==> config.mk <==
export PLATFORM = sky130hd
export DESIGN_NAME = length_prefixed_frame_receiver_flat
export DESIGN_NICKNAME = d
export VERILOG_FILES = /design/src/hdl/lpfr_pkg.sv /design/src/hdl/lpfr_if.sv /design/src/hdl/lpfr_csr.sv /design/src/hdl/lpfr_slots.sv /design/src/hdl/lpfr_core.sv /design/src/hdl/length_prefixed_frame_receiver.sv /design/src/flat_wrapper.sv
export SDC_FILE = /design/constraint.sdc
export NUM_CORES = 1
export LEC_CHECK = 0
export ABC_AREA = 1
export BUFFER_PORTS_ARGS = -buffer_cell sky130_fd_sc_hd__buf_2
export CELL_PAD_IN_SITES_DETAIL_PLACEMENT = 1
export CELL_PAD_IN_SITES_GLOBAL_PLACEMENT = 2
export CORE_MARGIN = 2
export CORE_UTILIZATION = 33
export DETAILED_ROUTE_END_ITERATION = 12
export PLACE_DENSITY_LB_ADDON = 0.1
export SLEW_MARGIN = 20
export SYNTH_ARGS = -nofsm -noshare
export SYNTH_HDL_FRONTEND = slang
export SYNTH_SLANG_ARGS = --single-unit
export TNS_END_PERCENT = 20
==> constraint.sdc <==
create_clock -name clock -period 3.3 [get_ports clock]
set_input_delay 0.495 -clock clock [delete_from_list [all_inputs] [get_ports clock]]
set_output_delay 0.495 -clock clock [all_outputs]
set_load 0.02 [all_outputs]
==> src/hdl/lpfr_pkg.sv <==
// ----------------------------------------------------------------------------
// Length-prefixed frame receiver package
// Widths, limits, command codes and shared types.
// ----------------------------------------------------------------------------
`timescale 1ns / 1ps
`default_nettype none

package lpfr_pkg;

   localparam int NUM_SLOTS    = 4;
   localparam int BUFFER_BYTES = 1048576;

   localparam int CMD_W       = 2;
   localparam int BYTE_W      = 8;
   localparam int SLOT_W      = 2;
   localparam int LEN_W       = 21;
   localparam int OFFSET_W    = 20;
   localparam int HDR_CNT_W   = 3;
   localparam int HDR_SHIFT_W = 24;
   localparam int HDR_LEN_W   = HDR_SHIFT_W + BYTE_W;

   localparam int CSR_DATA_W  = 32;
   localparam int CSR_ADDR_W  = 3;
   localparam int CSR_IDX_W   = CSR_ADDR_W - 2;

   localparam logic [LEN_W-1:0]     MAX_FRAME_LEN_RESET = LEN_W'(1048576);
   localparam logic [LEN_W-1:0]     BUFFER_LIMIT        = LEN_W'(BUFFER_BYTES);
   localparam logic [HDR_CNT_W-1:0] HDR_LAST            = HDR_CNT_W'(3);
   localparam logic [HDR_CNT_W-1:0] HDR_PAYLOAD         = HDR_CNT_W'(4);
   localparam logic [CSR_IDX_W-1:0] REG_MAX_FRAME_LEN   = CSR_IDX_W'(0);

   typedef enum logic [CMD_W-1:0] {
      CMD_BYTE    = 2'd0,
      CMD_CLOSE   = 2'd1,
      CMD_RELEASE = 2'd2
   } cmd_type;

   typedef struct packed {
      logic              release_en;
      logic [SLOT_W-1:0] release_idx;
      logic              mark_en;
      logic [SLOT_W-1:0] mark_idx;
   } lpfr_slot_ctrl_type;

   typedef struct packed {
      logic              free_found;
      logic [SLOT_W-1:0] free_idx;
   } lpfr_slot_stat_type;

endpackage

`default_nettype wire

==> src/hdl/lpfr_if.sv <==
// ----------------------------------------------------------------------------
// Length-prefixed frame receiver channels
// Request and response valid/ready channels with their payloads.
// ----------------------------------------------------------------------------
`timescale 1ns / 1ps
`default_nettype none

interface lpfr_req_if;
   import lpfr_pkg::*;

   logic                valid;
   logic                ready;
   logic [CMD_W-1:0]    cmd;
   logic [BYTE_W-1:0]   data_byte;
   logic [SLOT_W-1:0]   release_slot;

   modport source (output valid, output cmd, output data_byte, output release_slot,
                   input ready);
   modport sink   (input valid, input cmd, input data_byte, input release_slot,
                   output ready);
endinterface

interface lpfr_rsp_if;
   import lpfr_pkg::*;

   logic                valid;
   logic                ready;
   logic                wr_en;
   logic [SLOT_W-1:0]   wr_slot;
   logic [OFFSET_W-1:0] wr_offset;
   logic [BYTE_W-1:0]   wr_data;
   logic                byte_dropped;
   logic                frame_done;
   logic [LEN_W-1:0]    frame_size;
   logic                abort;

   modport source (output valid, output wr_en, output wr_slot, output wr_offset,
                   output wr_data, output byte_dropped, output frame_done,
                   output frame_size, output abort, input ready);
   modport sink   (input valid, input wr_en, input wr_slot, input wr_offset,
                   input wr_data, input byte_dropped, input frame_done,
                   input frame_size, input abort, output ready);
endinterface

`default_nettype wire

==> src/hdl/lpfr_csr.sv <==
// ----------------------------------------------------------------------------
// Frame receiver register port
// APB-style access to the maximum frame length register.
// ----------------------------------------------------------------------------
`timescale 1ns / 1ps
`default_nettype none

module lpfr_csr (
   input  wire                              clock,
   input  wire                              reset,
   input  wire                              csr_psel,
   input  wire                              csr_penable,
   input  wire                              csr_pwrite,
   input  wire  [lpfr_pkg::CSR_ADDR_W-1:0]  csr_paddr,
   input  wire  [lpfr_pkg::CSR_DATA_W-1:0]  csr_pwdata,
   output logic [lpfr_pkg::CSR_DATA_W-1:0]  csr_prdata,
   output logic                             csr_pready,
   output logic [lpfr_pkg::LEN_W-1:0]       max_frame_len
);
   import lpfr_pkg::*;

   logic [LEN_W-1:0]     max_frame_len_ff;
   logic [LEN_W-1:0]     max_frame_len_in;
   logic [CSR_IDX_W-1:0] reg_idx;
   logic                 wr_hit;

   assign reg_idx    = csr_paddr[CSR_ADDR_W-1:2];
   assign csr_pready = 1'b1;
   assign wr_hit     = csr_psel && csr_penable && csr_pwrite && csr_pready
                       && (reg_idx == REG_MAX_FRAME_LEN);

   assign max_frame_len_in = wr_hit ? csr_pwdata[LEN_W-1:0] : max_frame_len_ff;

   always_ff @(posedge clock) begin
      if (reset) begin
         max_frame_len_ff <= MAX_FRAME_LEN_RESET;
      end else begin
         max_frame_len_ff <= max_frame_len_in;
      end
   end

   always_comb begin
      csr_prdata = '0;
      if (reg_idx == REG_MAX_FRAME_LEN) begin
         csr_prdata = CSR_DATA_W'(max_frame_len_ff);
      end
   end

   assign max_frame_len = max_frame_len_ff;

endmodule

`default_nettype wire

==> src/hdl/lpfr_slots.sv <==
// ----------------------------------------------------------------------------
// Frame receiver slot tracker
// Busy flags per slot and lowest-free-slot priority encode.
// ----------------------------------------------------------------------------
`timescale 1ns / 1ps
`default_nettype none

module lpfr_slots (
   input  wire                               clock,
   input  wire                               reset,
   input  lpfr_pkg::lpfr_slot_ctrl_type      ctrl,
   output lpfr_pkg::lpfr_slot_stat_type      stat
);
   import lpfr_pkg::*;

   logic slot_busy_ff [NUM_SLOTS];
   logic slot_busy_in [NUM_SLOTS];

   always_comb begin
      for (int k = 0; k < NUM_SLOTS; k++) begin
         slot_busy_in[k] = slot_busy_ff[k];
      end
      if (ctrl.release_en && (32'(ctrl.release_idx) < NUM_SLOTS)) begin
         slot_busy_in[ctrl.release_idx] = 1'b0;
      end
      if (ctrl.mark_en && (32'(ctrl.mark_idx) < NUM_SLOTS)) begin
         slot_busy_in[ctrl.mark_idx] = 1'b1;
      end
   end

   always_ff @(posedge clock) begin
      if (reset) begin
         for (int k = 0; k < NUM_SLOTS; k++) begin
            slot_busy_ff[k] <= 1'b0;
         end
      end else begin
         for (int k = 0; k < NUM_SLOTS; k++) begin
            slot_busy_ff[k] <= slot_busy_in[k];
         end
      end
   end

   // lowest free slot wins
   always_comb begin
      stat.free_found = 1'b0;
      stat.free_idx   = '0;
      for (int k = NUM_SLOTS - 1; k >= 0; k--) begin
         if (!slot_busy_ff[k]) begin
            stat.free_found = 1'b1;
            stat.free_idx   = SLOT_W'(k);
         end
      end
   end

endmodule

`default_nettype wire

==> src/hdl/lpfr_core.sv <==
// ----------------------------------------------------------------------------
// Frame receiver parser
// Input register, header/payload parser state and result register.
// ----------------------------------------------------------------------------
`timescale 1ns / 1ps
`default_nettype none

module lpfr_core (
   input  wire                               clock,
   input  wire                               reset,
   input  wire  [lpfr_pkg::LEN_W-1:0]        max_frame_len,
   lpfr_req_if.sink                          req_chan,
   lpfr_rsp_if.source                        rsp_chan,
   output lpfr_pkg::lpfr_slot_ctrl_type      slot_ctrl,
   input  lpfr_pkg::lpfr_slot_stat_type      slot_stat
);
   import lpfr_pkg::*;

   // input register
   logic                  in_valid_ff;
   logic                  in_valid_in;
   logic [CMD_W-1:0]      in_cmd_ff;
   logic [BYTE_W-1:0]     in_byte_ff;
   logic [SLOT_W-1:0]     in_rel_ff;

   // parser state
   logic [HDR_CNT_W-1:0]   header_count_ff,  header_count_in;
   logic [HDR_SHIFT_W-1:0] header_shift_ff,  header_shift_in;
   logic [LEN_W-1:0]       expected_len_ff,  expected_len_in;
   logic [LEN_W-1:0]       payload_count_ff, payload_count_in;
   logic [SLOT_W-1:0]      write_slot_ff,    write_slot_in;
   logic                   drop_frame_ff,    drop_frame_in;

   // result register
   logic                  out_valid_ff, out_valid_in;
   logic                  wr_en_ff,        wr_en_in;
   logic [SLOT_W-1:0]     wr_slot_ff,      wr_slot_in;
   logic [OFFSET_W-1:0]   wr_offset_ff,    wr_offset_in;
   logic [BYTE_W-1:0]     wr_data_ff,      wr_data_in;
   logic                  byte_dropped_ff, byte_dropped_in;
   logic                  frame_done_ff,   frame_done_in;
   logic [LEN_W-1:0]      frame_size_ff,   frame_size_in;
   logic                  abort_ff,        abort_in;

   logic                  advance;
   logic                  req_take;
   logic [HDR_LEN_W-1:0]  hdr_len;
   logic [LEN_W-1:0]      limit;
   logic                  len_bad;
   logic [LEN_W-1:0]      count_inc;

   assign advance        = in_valid_ff && (!out_valid_ff || rsp_chan.ready);
   assign req_chan.ready = !in_valid_ff || advance;
   assign req_take       = req_chan.valid && req_chan.ready;

   assign in_valid_in  = req_take ? 1'b1 : (advance ? 1'b0 : in_valid_ff);
   assign out_valid_in = advance ? 1'b1 : (rsp_chan.ready ? 1'b0 : out_valid_ff);

   assign hdr_len   = {header_shift_ff, in_byte_ff};
   assign limit     = (max_frame_len > BUFFER_LIMIT) ? BUFFER_LIMIT : max_frame_len;
   assign len_bad   = (hdr_len == '0) || (hdr_len > HDR_LEN_W'(limit));
   assign count_inc = payload_count_ff + LEN_W'(1);

   always_comb begin
      header_count_in  = header_count_ff;
      header_shift_in  = header_shift_ff;
      expected_len_in  = expected_len_ff;
      payload_count_in = payload_count_ff;
      write_slot_in    = write_slot_ff;
      drop_frame_in    = drop_frame_ff;
      wr_en_in         = 1'b0;
      wr_slot_in       = '0;
      wr_offset_in     = '0;
      wr_data_in       = '0;
      byte_dropped_in  = 1'b0;
      frame_done_in    = 1'b0;
      frame_size_in    = '0;
      abort_in         = 1'b0;
      slot_ctrl        = '0;

      if (advance) begin
         case (in_cmd_ff)
            CMD_CLOSE: begin
               header_count_in  = '0;
               header_shift_in  = '0;
               expected_len_in  = '0;
               payload_count_in = '0;
               write_slot_in    = '0;
               drop_frame_in    = 1'b0;
            end
            CMD_RELEASE: begin
               slot_ctrl.release_en  = 1'b1;
               slot_ctrl.release_idx = in_rel_ff;
            end
            CMD_BYTE: begin
               if (header_count_ff < HDR_LAST) begin
                  header_shift_in = {header_shift_ff[HDR_SHIFT_W-BYTE_W-1:0], in_byte_ff};
                  header_count_in = header_count_ff + HDR_CNT_W'(1);
               end else if (header_count_ff == HDR_LAST) begin
                  if (len_bad) begin
                     abort_in         = 1'b1;
                     header_count_in  = '0;
                     header_shift_in  = '0;
                     expected_len_in  = '0;
                     payload_count_in = '0;
                     write_slot_in    = '0;
                     drop_frame_in    = 1'b0;
                  end else begin
                     expected_len_in  = hdr_len[LEN_W-1:0];
                     payload_count_in = '0;
                     header_count_in  = HDR_PAYLOAD;
                     write_slot_in    = slot_stat.free_found ? slot_stat.free_idx : '0;
                     drop_frame_in    = !slot_stat.free_found;
                  end
               end else begin
                  if (drop_frame_ff) begin
                     byte_dropped_in = 1'b1;
                  end else begin
                     wr_en_in     = 1'b1;
                     wr_slot_in   = write_slot_ff;
                     wr_offset_in = payload_count_ff[OFFSET_W-1:0];
                     wr_data_in   = in_byte_ff;
                  end
                  payload_count_in = count_inc;
                  if (count_inc >= expected_len_ff) begin
                     if (!drop_frame_ff) begin
                        frame_done_in      = 1'b1;
                        frame_size_in      = expected_len_ff;
                        slot_ctrl.mark_en  = 1'b1;
                        slot_ctrl.mark_idx = write_slot_ff;
                     end
                     header_count_in  = '0;
                     header_shift_in  = '0;
                     expected_len_in  = '0;
                     payload_count_in = '0;
                     write_slot_in    = '0;
                     drop_frame_in    = 1'b0;
                  end
               end
            end
            default: begin
            end
         endcase
      end
   end

   always_ff @(posedge clock) begin
      if (reset) begin
         in_valid_ff      <= 1'b0;
         out_valid_ff     <= 1'b0;
         header_count_ff  <= '0;
         header_shift_ff  <= '0;
         expected_len_ff  <= '0;
         payload_count_ff <= '0;
         write_slot_ff    <= '0;
         drop_frame_ff    <= 1'b0;
      end else begin
         in_valid_ff      <= in_valid_in;
         out_valid_ff     <= out_valid_in;
         header_count_ff  <= header_count_in;
         header_shift_ff  <= header_shift_in;
         expected_len_ff  <= expected_len_in;
         payload_count_ff <= payload_count_in;
         write_slot_ff    <= write_slot_in;
         drop_frame_ff    <= drop_frame_in;
      end
   end

   always_ff @(posedge clock) begin
      if (req_take) begin
         in_cmd_ff  <= req_chan.cmd;
         in_byte_ff <= req_chan.data_byte;
         in_rel_ff  <= req_chan.release_slot;
      end
      if (advance) begin
         wr_en_ff        <= wr_en_in;
         wr_slot_ff      <= wr_slot_in;
         wr_offset_ff    <= wr_offset_in;
         wr_data_ff      <= wr_data_in;
         byte_dropped_ff <= byte_dropped_in;
         frame_done_ff   <= frame_done_in;
         frame_size_ff   <= frame_size_in;
         abort_ff        <= abort_in;
      end
   end

   assign rsp_chan.valid        = out_valid_ff;
   assign rsp_chan.wr_en        = wr_en_ff;
   assign rsp_chan.wr_slot      = wr_slot_ff;
   assign rsp_chan.wr_offset    = wr_offset_ff;
   assign rsp_chan.wr_data      = wr_data_ff;
   assign rsp_chan.byte_dropped = byte_dropped_ff;
   assign rsp_chan.frame_done   = frame_done_ff;
   assign rsp_chan.frame_size   = frame_size_ff;
   assign rsp_chan.abort        = abort_ff;

endmodule

`default_nettype wire

==> src/hdl/length_prefixed_frame_receiver.sv <==
// ----------------------------------------------------------------------------
// Length-prefixed frame receiver
// Parses 4-byte big-endian length headers, claims a free slot per frame and
// emits payload write commands, frame completion and abort indications.
//
//   channel   dir   handshake            content
//   req_chan  in    valid/ready          cmd, data_byte, release_slot
//   rsp_chan  out   valid/ready          write command and frame status
//   csr_*     in    APB, pready tied 1   max_frame_len at byte address 0
//
// One transfer in and one result out per cycle unless rsp_chan stalls; each
// passes the input and result registers around the parser logic.
// A new transfer is taken while a result waits, as long as the result
// register can drain. Reset is synchronous and frees every slot.
// A stall on rsp_chan holds the result and backs up into req_chan.
// ----------------------------------------------------------------------------
`timescale 1ns / 1ps
`default_nettype none

module length_prefixed_frame_receiver (
   input  wire                               clock,
   input  wire                               reset,
   lpfr_req_if.sink                          req_chan,
   lpfr_rsp_if.source                        rsp_chan,
   input  wire                               csr_psel,
   input  wire                               csr_penable,
   input  wire                               csr_pwrite,
   input  wire  [lpfr_pkg::CSR_ADDR_W-1:0]   csr_paddr,
   input  wire  [lpfr_pkg::CSR_DATA_W-1:0]   csr_pwdata,
   output logic [lpfr_pkg::CSR_DATA_W-1:0]   csr_prdata,
   output logic                              csr_pready
);
   import lpfr_pkg::*;

   logic [LEN_W-1:0]    max_frame_len;
   lpfr_slot_ctrl_type  slot_ctrl;
   lpfr_slot_stat_type  slot_stat;

   lpfr_csr u_csr (
      .clock         (clock),
      .reset         (reset),
      .csr_psel      (csr_psel),
      .csr_penable   (csr_penable),
      .csr_pwrite    (csr_pwrite),
      .csr_paddr     (csr_paddr),
      .csr_pwdata    (csr_pwdata),
      .csr_prdata    (csr_prdata),
      .csr_pready    (csr_pready),
      .max_frame_len (max_frame_len)
   );

   lpfr_slots u_slots (
      .clock (clock),
      .reset (reset),
      .ctrl  (slot_ctrl),
      .stat  (slot_stat)
   );

   lpfr_core u_core (
      .clock         (clock),
      .reset         (reset),
      .max_frame_len (max_frame_len),
      .req_chan      (req_chan),
      .rsp_chan      (rsp_chan),
      .slot_ctrl     (slot_ctrl),
      .slot_stat     (slot_stat)
   );

endmodule

`default_nettype wire

==> src/flat_wrapper.sv <==
// flat-port wrapper written by rule: the top's interface ports become plain ports
module length_prefixed_frame_receiver_flat import lpfr_pkg::*;
  (clock, reset, csr_psel, csr_penable, csr_pwrite, csr_paddr, csr_pwdata, csr_prdata, csr_pready, req_chan_valid, req_chan_cmd, req_chan_data_byte, req_chan_release_slot, req_chan_ready, rsp_chan_valid, rsp_chan_wr_en, rsp_chan_wr_slot, rsp_chan_wr_offset, rsp_chan_wr_data, rsp_chan_byte_dropped, rsp_chan_frame_done, rsp_chan_frame_size, rsp_chan_abort, rsp_chan_ready);
  lpfr_req_if req_chan_i ();
  lpfr_rsp_if rsp_chan_i ();
  input  wire clock;
  input  wire reset;
  input  wire csr_psel;
  input  wire csr_penable;
  input  wire csr_pwrite;
  input  wire  [lpfr_pkg::CSR_ADDR_W-1:0] csr_paddr;
  input  wire  [lpfr_pkg::CSR_DATA_W-1:0] csr_pwdata;
  output logic [lpfr_pkg::CSR_DATA_W-1:0] csr_prdata;
  output logic csr_pready;
  input wire logic [$bits(req_chan_i.valid)-1:0] req_chan_valid;
  input wire logic [$bits(req_chan_i.cmd)-1:0] req_chan_cmd;
  input wire logic [$bits(req_chan_i.data_byte)-1:0] req_chan_data_byte;
  input wire logic [$bits(req_chan_i.release_slot)-1:0] req_chan_release_slot;
  output wire logic [$bits(req_chan_i.ready)-1:0] req_chan_ready;
  output wire logic [$bits(rsp_chan_i.valid)-1:0] rsp_chan_valid;
  output wire logic [$bits(rsp_chan_i.wr_en)-1:0] rsp_chan_wr_en;
  output wire logic [$bits(rsp_chan_i.wr_slot)-1:0] rsp_chan_wr_slot;
  output wire logic [$bits(rsp_chan_i.wr_offset)-1:0] rsp_chan_wr_offset;
  output wire logic [$bits(rsp_chan_i.wr_data)-1:0] rsp_chan_wr_data;
  output wire logic [$bits(rsp_chan_i.byte_dropped)-1:0] rsp_chan_byte_dropped;
  output wire logic [$bits(rsp_chan_i.frame_done)-1:0] rsp_chan_frame_done;
  output wire logic [$bits(rsp_chan_i.frame_size)-1:0] rsp_chan_frame_size;
  output wire logic [$bits(rsp_chan_i.abort)-1:0] rsp_chan_abort;
  input wire logic [$bits(rsp_chan_i.ready)-1:0] rsp_chan_ready;
  assign req_chan_i.valid = req_chan_valid;
  assign req_chan_i.cmd = req_chan_cmd;
  assign req_chan_i.data_byte = req_chan_data_byte;
  assign req_chan_i.release_slot = req_chan_release_slot;
  assign req_chan_ready = req_chan_i.ready;
  assign rsp_chan_valid = rsp_chan_i.valid;
  assign rsp_chan_wr_en = rsp_chan_i.wr_en;
  assign rsp_chan_wr_slot = rsp_chan_i.wr_slot;
  assign rsp_chan_wr_offset = rsp_chan_i.wr_offset;
  assign rsp_chan_wr_data = rsp_chan_i.wr_data;
  assign rsp_chan_byte_dropped = rsp_chan_i.byte_dropped;
  assign rsp_chan_frame_done = rsp_chan_i.frame_done;
  assign rsp_chan_frame_size = rsp_chan_i.frame_size;
  assign rsp_chan_abort = rsp_chan_i.abort;
  assign rsp_chan_i.ready = rsp_chan_ready;
  length_prefixed_frame_receiver u_core (.clock(clock), .reset(reset), .req_chan(req_chan_i), .rsp_chan(rsp_chan_i), .csr_psel(csr_psel), .csr_penable(csr_penable), .csr_pwrite(csr_pwrite), .csr_paddr(csr_paddr), .csr_pwdata(csr_pwdata), .csr_prdata(csr_prdata), .csr_pready(csr_pready));
endmodule
== Word-level counts from Yosys, hierarchy flattened ==
Memory sizes are Yosys's and may differ from the RTL's.
Cells that the tools add are included.
Word-level totals
  word-level logic and storage cells: 141
  memories kept: 1
  bits in latches: 0
  output and inout bits: 90
  memory bits (read-only): 0
  register bits after elaboration: 162
  memory bits (writable): 4
Operators by class
  multiplexer cells: 63
  reductions and logical operators: 27
  bitwise gates (word level): 13
  $mul: 0
  $add $sub $neg: 2
  eq/ne operators: 7
  divide/modulo/power cells: 0
  magnitude comparators: 8
  shift operators: 0
Memory list
  u_core.u_slots.slot_busy_ff: words 4, width 1, rd ports 4, clocked after memory_dff 0, wr ports 4, line lpfr_slots.sv:16  | logic slot_busy_ff [NUM_SLOTS];
Operators by type and width (count)
  21-bit 2-to-1 mux: 9
  24-bit 2-to-1 mux: 4
  21-bit one-hot mux with 2 select lines: 2
  24-bit one-hot mux with 2 select lines: 1
  3-bit 2-to-1 mux: 14
  32-bit by 21-bit greater-than comparator with 1-bit output: 1
  32-bit logical NOT: 1
  21-bit by 1-bit adder with 21-bit output, second input constant: 1
  21-bit greater-or-equal comparator: 1
  21-bit greater-than comparator, second input constant: 1
  1-bit 2-to-1 mux: 20
  2-bit 2-to-1 mux: 5
  4-bit 2-to-1 mux: 2
  4-bit != test, second input constant: 2
  4-bit AND reduction: 2
  4-bit OR reduction: 2
  1-bit logical AND: 7
  3-bit greater-or-equal comparator, second input constant: 2
  3-bit by 1-bit < comparator with 1-bit output, second input constant: 2
  6-bit 2-to-1 mux: 1
  2-bit NOT with 3-bit output: 2
  3-bit one-hot mux with 2 select lines: 1
  3-bit AND reduction: 2
  2-bit nonzero test: 3
  other kinds (20): 32

== Depth between registers and ports, before layout ==
  word-level depth: 18
  depth in mapped cells: 24

== Modules after synthesis ==
Synthesis repeated with hierarchy kept, for this count alone.
Second synthesis, totals
  cells, all modules: 1152
  area total of the unflattened synthesis: 8824.7 µm²
Modules (own cells, without submodules)
  lpfr_core: seq. area each 3493.4 µm², instances 1, area each 7447.1 µm², cells each 923
  lpfr_csr: seq. area each 420.4 µm², instances 1, area each 1172.4 µm², cells each 198
  lpfr_slots: seq. area each 80.1 µm², instances 1, area each 205.2 µm², cells each 31

== Least setup slack after synthesis ==
No wires, ideal clock.
  kind: register to register
  start point: register u_core.u_core.payload_count_ff[0]
  end point: register u_core.u_core.header_shift_ff[11]
  slack: 316 ps
  buffers on the path: 1
  cell stages (with the launch flop): 24
  arrival time: 2872 ps
  required time: 3188 ps
  cells stage by stage: dfxtp_1 -> ha_1 -> nand2_1 -> nor2_1 -> inv_1 -> nor4_1 -> xnor2_1 -> inv_1 -> ha_1 -> nand2_1 -> nor2_2 -> nand2_1 -> nor2_1 -> o21ai_1 -> nand2_1 -> nor2_1 -> nand3_1 -> nand2_1 -> clkinv_1 -> nand2_4 -> inv_4 -> buf_6 -> nor2_1 -> nor2_1
Between the ends
  cells in the longest elaborated chain, start to end: 4
Ends and longest elaborated chain
  from (decl): line lpfr_core.sv:30  | logic [LEN_W-1:0] payload_count_ff, payload_count_in;
  from (signal assigned): line lpfr_core.sv:163  | payload_count_ff <= payload_count_in;
  21-bit by 1-bit adder with 21-bit output: line lpfr_core.sv:62  | assign count_inc = payload_count_ff + LEN_W'(1);
  21-bit greater-or-equal comparator: line lpfr_core.sv:125  | if (count_inc >= expected_len_ff) begin
  4-bit != test (no source line)
  4-bit AND reduction (no source line)
  to (signal assigned): line lpfr_core.sv:161  | header_shift_ff <= header_shift_in;
  to (decl): line lpfr_core.sv:28  | logic [HDR_SHIFT_W-1:0] header_shift_ff, header_shift_in;
No other way between the ends.
A chain may end at the register's enable or synchronous reset.

== Final worst setup path ==
  start point: register u_core.u_core.payload_count_ff[0]
  end point: register u_core.u_core.expected_len_ff[7]
Between the ends
  cells in the longest elaborated chain, start to end: 4
Ends and longest elaborated chain
  21-bit by 1-bit adder with 21-bit output: line lpfr_core.sv:62
  21-bit greater-or-equal comparator: line lpfr_core.sv:125
  3-bit != test (no source line)
  4-bit AND reduction (no source line)
  to (signal assigned): line lpfr_core.sv:162  | expected_len_ff <= expected_len_in;
  to (decl): line lpfr_core.sv:29  | logic [LEN_W-1:0] expected_len_ff, expected_len_in;
No other way between the ends.

==> PnR_summary.wiki <==
{| class="wikitable"
! Metric !! Value
|-
| Status || complete, no violations
|-
| FF-to-FF setup slack || 0.16 ns
|-
| Met1 WL || 11500 um
|-
| Count of nets left with antenna violations after detail routing || 0
|-
| Met3 layer wire length in the routed design || 673 um
|-
| Largest fanout on the critical path || 6
|-
| Port buffer count || 118
|-
| Diodes inserted || 0
|-
| Sw power || 1.48 mW
|-
| Setup TNS || 0 ns
|-
| CTS sink count || 166
|-
| Count of buffer and inverter cells on the critical path || 5
|-
| Chip Width || 162 um
|-
| Post-detailed-placement half-perimeter wirelength || 17500 um
|-
| Mux contribution to synthesized area || 0%
|-
| Combinational Power Share || 12.5%
|-
| Master of the slowest instance on the critical path || sky130_fd_sc_hd__dfxtp_4
|-
| Instance count along the most critical hold path || 1
|-
| Detailed-route vias per instance || 4.69
|-
| Via count of the routed design || 7161
|-
| Final critical path time including I/O delays and setup || 3.14 ns
|-
| Max-slew violation count || 0
|-
| Number of buffers created by CTS || 17
|-
| Number of hold buffers added after CTS || 0
|-
| Worst-case headroom to the max-slew limit || 27.4%
|-
| Post-layout net count || 1290
|-
| DRC Markers || 0
|-
| Root Buffer || sky130_fd_sc_hd__clkbuf_16
|-
| Area share of xor/xnor cells in the synthesized design || 1.81%
|-
| Setup violators final || 0
|-
| Number of flops mapped to enable cells by yosys || 67
|-
| Starting utilization of the core area || 33.8%
|-
| Worst-case hold path end point || u_core.u_core.in_cmd_ff[1]$_DFFE_PP_
|-
| Largest net degree at the start of global routing || 49
|-
| Buffer levels on the longest clock path || 2
|-
| GRT Util Overall || 18.8%
|-
| Hold Path Origin || req_chan_cmd[1]
|-
| Share of synthesized cell area in full adder, half adder and majority cells || 6.84%
|-
| Number of detailed-routing iterations run before antenna repair || 4
|-
| Dominant combinational cell family by area after synthesis || simple AND/OR/NAND/NOR gates
|-
| Path class of the lowest-slack min-delay path || primary input to flip-flop
|-
| Synth Warn # || 0
|-
| RR Startpoint || u_core.u_core.payload_count_ff[0]$_SDFFE_PP0P_
|-
| Highest attainable clock frequency || 318 MHz
|-
| Pleak || 4.56 nW
|-
| Number of distinct library cells after synthesis || 36
|-
| Global-route wire length before repair || 38400 um
|-
| Crit. End Element || flip-flop
|-
| Cell count after synthesis || 1028
|-
| Post-detailed-placement cell area || 0.00948 mm2
|-
| Share of total power in sequential cells || 45.8%
|-
| Fraction of the mapped netlist area in compound gates || 9.80%
|-
| Switching portion of total power || 29.8%
|-
| Die height || 162 um
|-
| R2R Path End || u_core.u_core.expected_len_ff[7]$_SDFFE_PP0P_
|-
| Share of synthesized registers carrying an async set or reset || 0%
|-
| Mean Syn Cell Area || 8.01 um2
|-
| Placer's final routability congestion estimate || 0.800
|-
| Proportion of layout cells with a drive suffix above 1 || 26.4%
|-
| Clock tree from TritonCTS || built
|-
| Cell row count || 57
|-
| Core Region || 0.0244 mm2
|-
| Clock-pin slew of the registers on the worst-case setup and hold paths || 0.09 ns
|-
| Power density relative to cell area || 457 mW/mm2
|-
| Worst VDD drop || 257 uV
|-
| WL final || 24200 um
|-
| Setup crit start kind || flip-flop
|-
| Maximum clock skew at final layout || 0.0183 ns
|-
| Clock latency on the worst-skew pair || 0.44 ns
|-
| Routed wire length on met2 || 11800 um
|-
| Cells taking the most area after synthesis || sky130_fd_sc_hd__edfxtp_1 (24%), sky130_fd_sc_hd__dfxtp_1 (24%), sky130_fd_sc_hd__nand2_1 (8.4%), sky130_fd_sc_hd__nor2_1 (8.1%), sky130_fd_sc_hd__ha_1 (6.8%)
|-
| Top sig layer || met4
|-
| Synthesized cell area || 0.00823 mm2
|-
| Area growth from synthesis to layout || 31.7%
|-
| Via count of the first global-routing pass || 7185
|-
| Post-route design area || 0.0108 mm2
|-
| Wire length per cell || 15.8 um
|-
| Top-area cell type share of the netlist area || 24.4%
|-
| Antenna violations before repair || 0
|-
| Arrival time of the worst setup path || 3.46 ns
|-
| Htree depth || 4
|-
| Share of the clock period used by the worst path after layout || 95.2%
|-
| Number of synthesized register bits || 166
|-
| Most frequent cell after synthesis || sky130_fd_sc_hd__nand2_1
|-
| Cell-by-cell listing of the critical path || ha_4 > nand2_4 > nor2_4 > buf_6 > buf_6 > nand2_4 > nor4_4 > xor2_1 > ha_1 > nand2_2 > nor2_4 > nand2_1 > nor2_1 > o21ai_1 > nand2_1 > nor2_4 > buf_6 > nand3_4 > nand2_4 > clkinv_8 > buf_12 > o21ai_4 > a21oi_4
|-
| Detailed Route Iter0 Violations || 238
|-
| Sequential element share of the synthesized area || 48.5%
|-
| Tightest Pin Transition || 1.09 ns
|-
| Max-cap violations || 0
|-
| CP required || 3.62 ns
|-
| Hold Violations, Final || 0
|-
| Final global-route overflow total || 0
|-
| Internal power of the cells || 3.48 mW
|-
| Cell type contributing the most total cell area after synthesis || sky130_fd_sc_hd__edfxtp_1
|-
| Top Ports || 144
|-
| Die outline area || 0.0262 mm2
|-
| Placed cell count || 1478
|-
| Clock share of power || 41.6%
|-
| Non-Filler Instances || 1528
|-
| RSZ-0062 raised after global routing || yes
|-
| Top Family by Delay on Critical Path || simple AND/OR/NAND/NOR gates
|-
| Type of the worst setup path || flip-flop to flip-flop
|-
| Dominant register cell in the synthesized netlist || sky130_fd_sc_hd__dfxtp_1
|-
| Commonest cells in the synthesized netlist || sky130_fd_sc_hd__nand2_1 (184), sky130_fd_sc_hd__nor2_1 (177), sky130_fd_sc_hd__inv_1 (120)
|-
| Worst-case reg-to-reg path depth || 23
|-
| Simple-Gate Fraction of Synth Area || 23.9%
|-
| Critical path's largest stage delay || 0.36 ns
|}
## sequential cells by signal (all words and copies together) (netlist names), 2 cells and up
name and count:
u_core.u_core.write_slot_ff 2, u_core.u_core.payload_count_ff 21, u_core.u_core.rsp_chan.wr_slot 2, u_core.u_core.rsp_chan.wr_data 8
u_core.u_core.header_count_ff 3, u_core.u_core.rsp_chan.frame_size 21, u_core.u_core.in_rel_ff 2, u_core.u_core.header_shift_ff 24
u_core.u_core.in_byte_ff 8, u_core.u_core.in_cmd_ff 2, u_core.u_csr.max_frame_len 21, u_core.u_core.rsp_chan.wr_offset 20
u_core.u_slots.slot_busy_ff 4, u_core.u_core.expected_len_ff 21
## worst max-delay path by stage
stage                                                   startpoint                                              to  depth (start not counted)
finish              u_core.u_core.payload_count_ff[0]$_SDFFE_PP0P_   u_core.u_core.expected_len_ff[7]$_SDFFE_PP0P_                         23
CTS                 u_core.u_core.payload_count_ff[0]$_SDFFE_PP0P_   u_core.u_core.expected_len_ff[7]$_SDFFE_PP0P_                         23
detailed placement  u_core.u_core.payload_count_ff[0]$_SDFFE_PP0P_        u_core.u_core.drop_frame_ff$_SDFFE_PP0P_                         24
global route        u_core.u_core.payload_count_ff[0]$_SDFFE_PP0P_   u_core.u_core.expected_len_ff[7]$_SDFFE_PP0P_                         24
floorplan           u_core.u_core.payload_count_ff[0]$_SDFFE_PP0P_  u_core.u_core.header_shift_ff[11]$_SDFFE_PP0P_                         23
global placement    u_core.u_core.payload_count_ff[1]$_SDFFE_PP0P_  u_core.u_core.header_shift_ff[12]$_SDFFE_PP0P_                         24
## cells in the final DEF (no fill, tap or decap), drive strengths merged, types with 20 or more instances in the layout
master and n:
clkbuf 20, buf 185, a21oi 89, inv 132, nor2 182, nand3 59, nand2 186, dfxtp 99
edfxtp 67, o21ai 58, ha 45
## metal layers
layer,global-route usage (%),up-vias
met5,0,-
met4,4.59,0
met3,2.63,16
met2,31.4,119
met1,25.7,3370
li1,-,3656
## worst reg2reg max path: cells and delay by family (launching register included)
kind	cells	cell delay (ns)
AND/OR/NAND/NOR	12	1.07
buffers and inverters	5	0.59
adder cells (fa/ha/maj)	2	0.44
flip-flops	1	0.36
AO/OA/AOI/OAI	3	0.29
XOR/XNOR	1	0.26
## cell type report
cell class | instances | area [um2]
Fill cell | 2981 | 13500
Sequential cell | 166 | 4010
Multi-Input combinational cell | 694 | 3970
Timing Repair Buffer | 188 | 1360
Inverter | 124 | 488
Clock buffer | 17 | 425
Tap cell | 324 | 405
Clock inverter | 15 | 194
## power groups by stage
stage / Combinational, mW / Sequential (mW) / Clock, mW
CTS: 0.590 / 2.27 / 2.13
global route: 0.699 / 2.28 / 2.21
floorplan: 0.333 / 2.34 / 0
finish: 0.622 / 2.27 / 2.07
global placement: 0.548 / 2.32 / 0
detailed placement: 0.558 / 2.32 / 0
## cell families after synthesis
family | after synthesis
xor+xnor | 17
fa+ha+maj | 45
compound gates | 156
flops | 166
buf+inv | 178
simple gates | 464
other cells | 2
## stage by stage
stage	worst slack, ns	hold slack [ns]	util, %	power, mW
after floorplan	0.316	0.440	-	2.67
after global placement	-0.0831	0.452	38.9	2.87
after detailed placement	-0.152	0.463	38.9	2.88
after CTS	0.0336	0.201	42.6	4.99
after global routing	-0.0498	0.205	44.5	5.19
final	0.160	0.222	44.5	4.96
## what timing repair did
item | 4_1_cts | 5_1_grt
setup endpoints to repair | 98 | 98
pin swaps | 18 | 35
gates cloned | 3 | 3
buffers inserted | 6 | 7
resized for setup | 47 | 106
No activity file was read; power rests on OpenSTA's default activity.
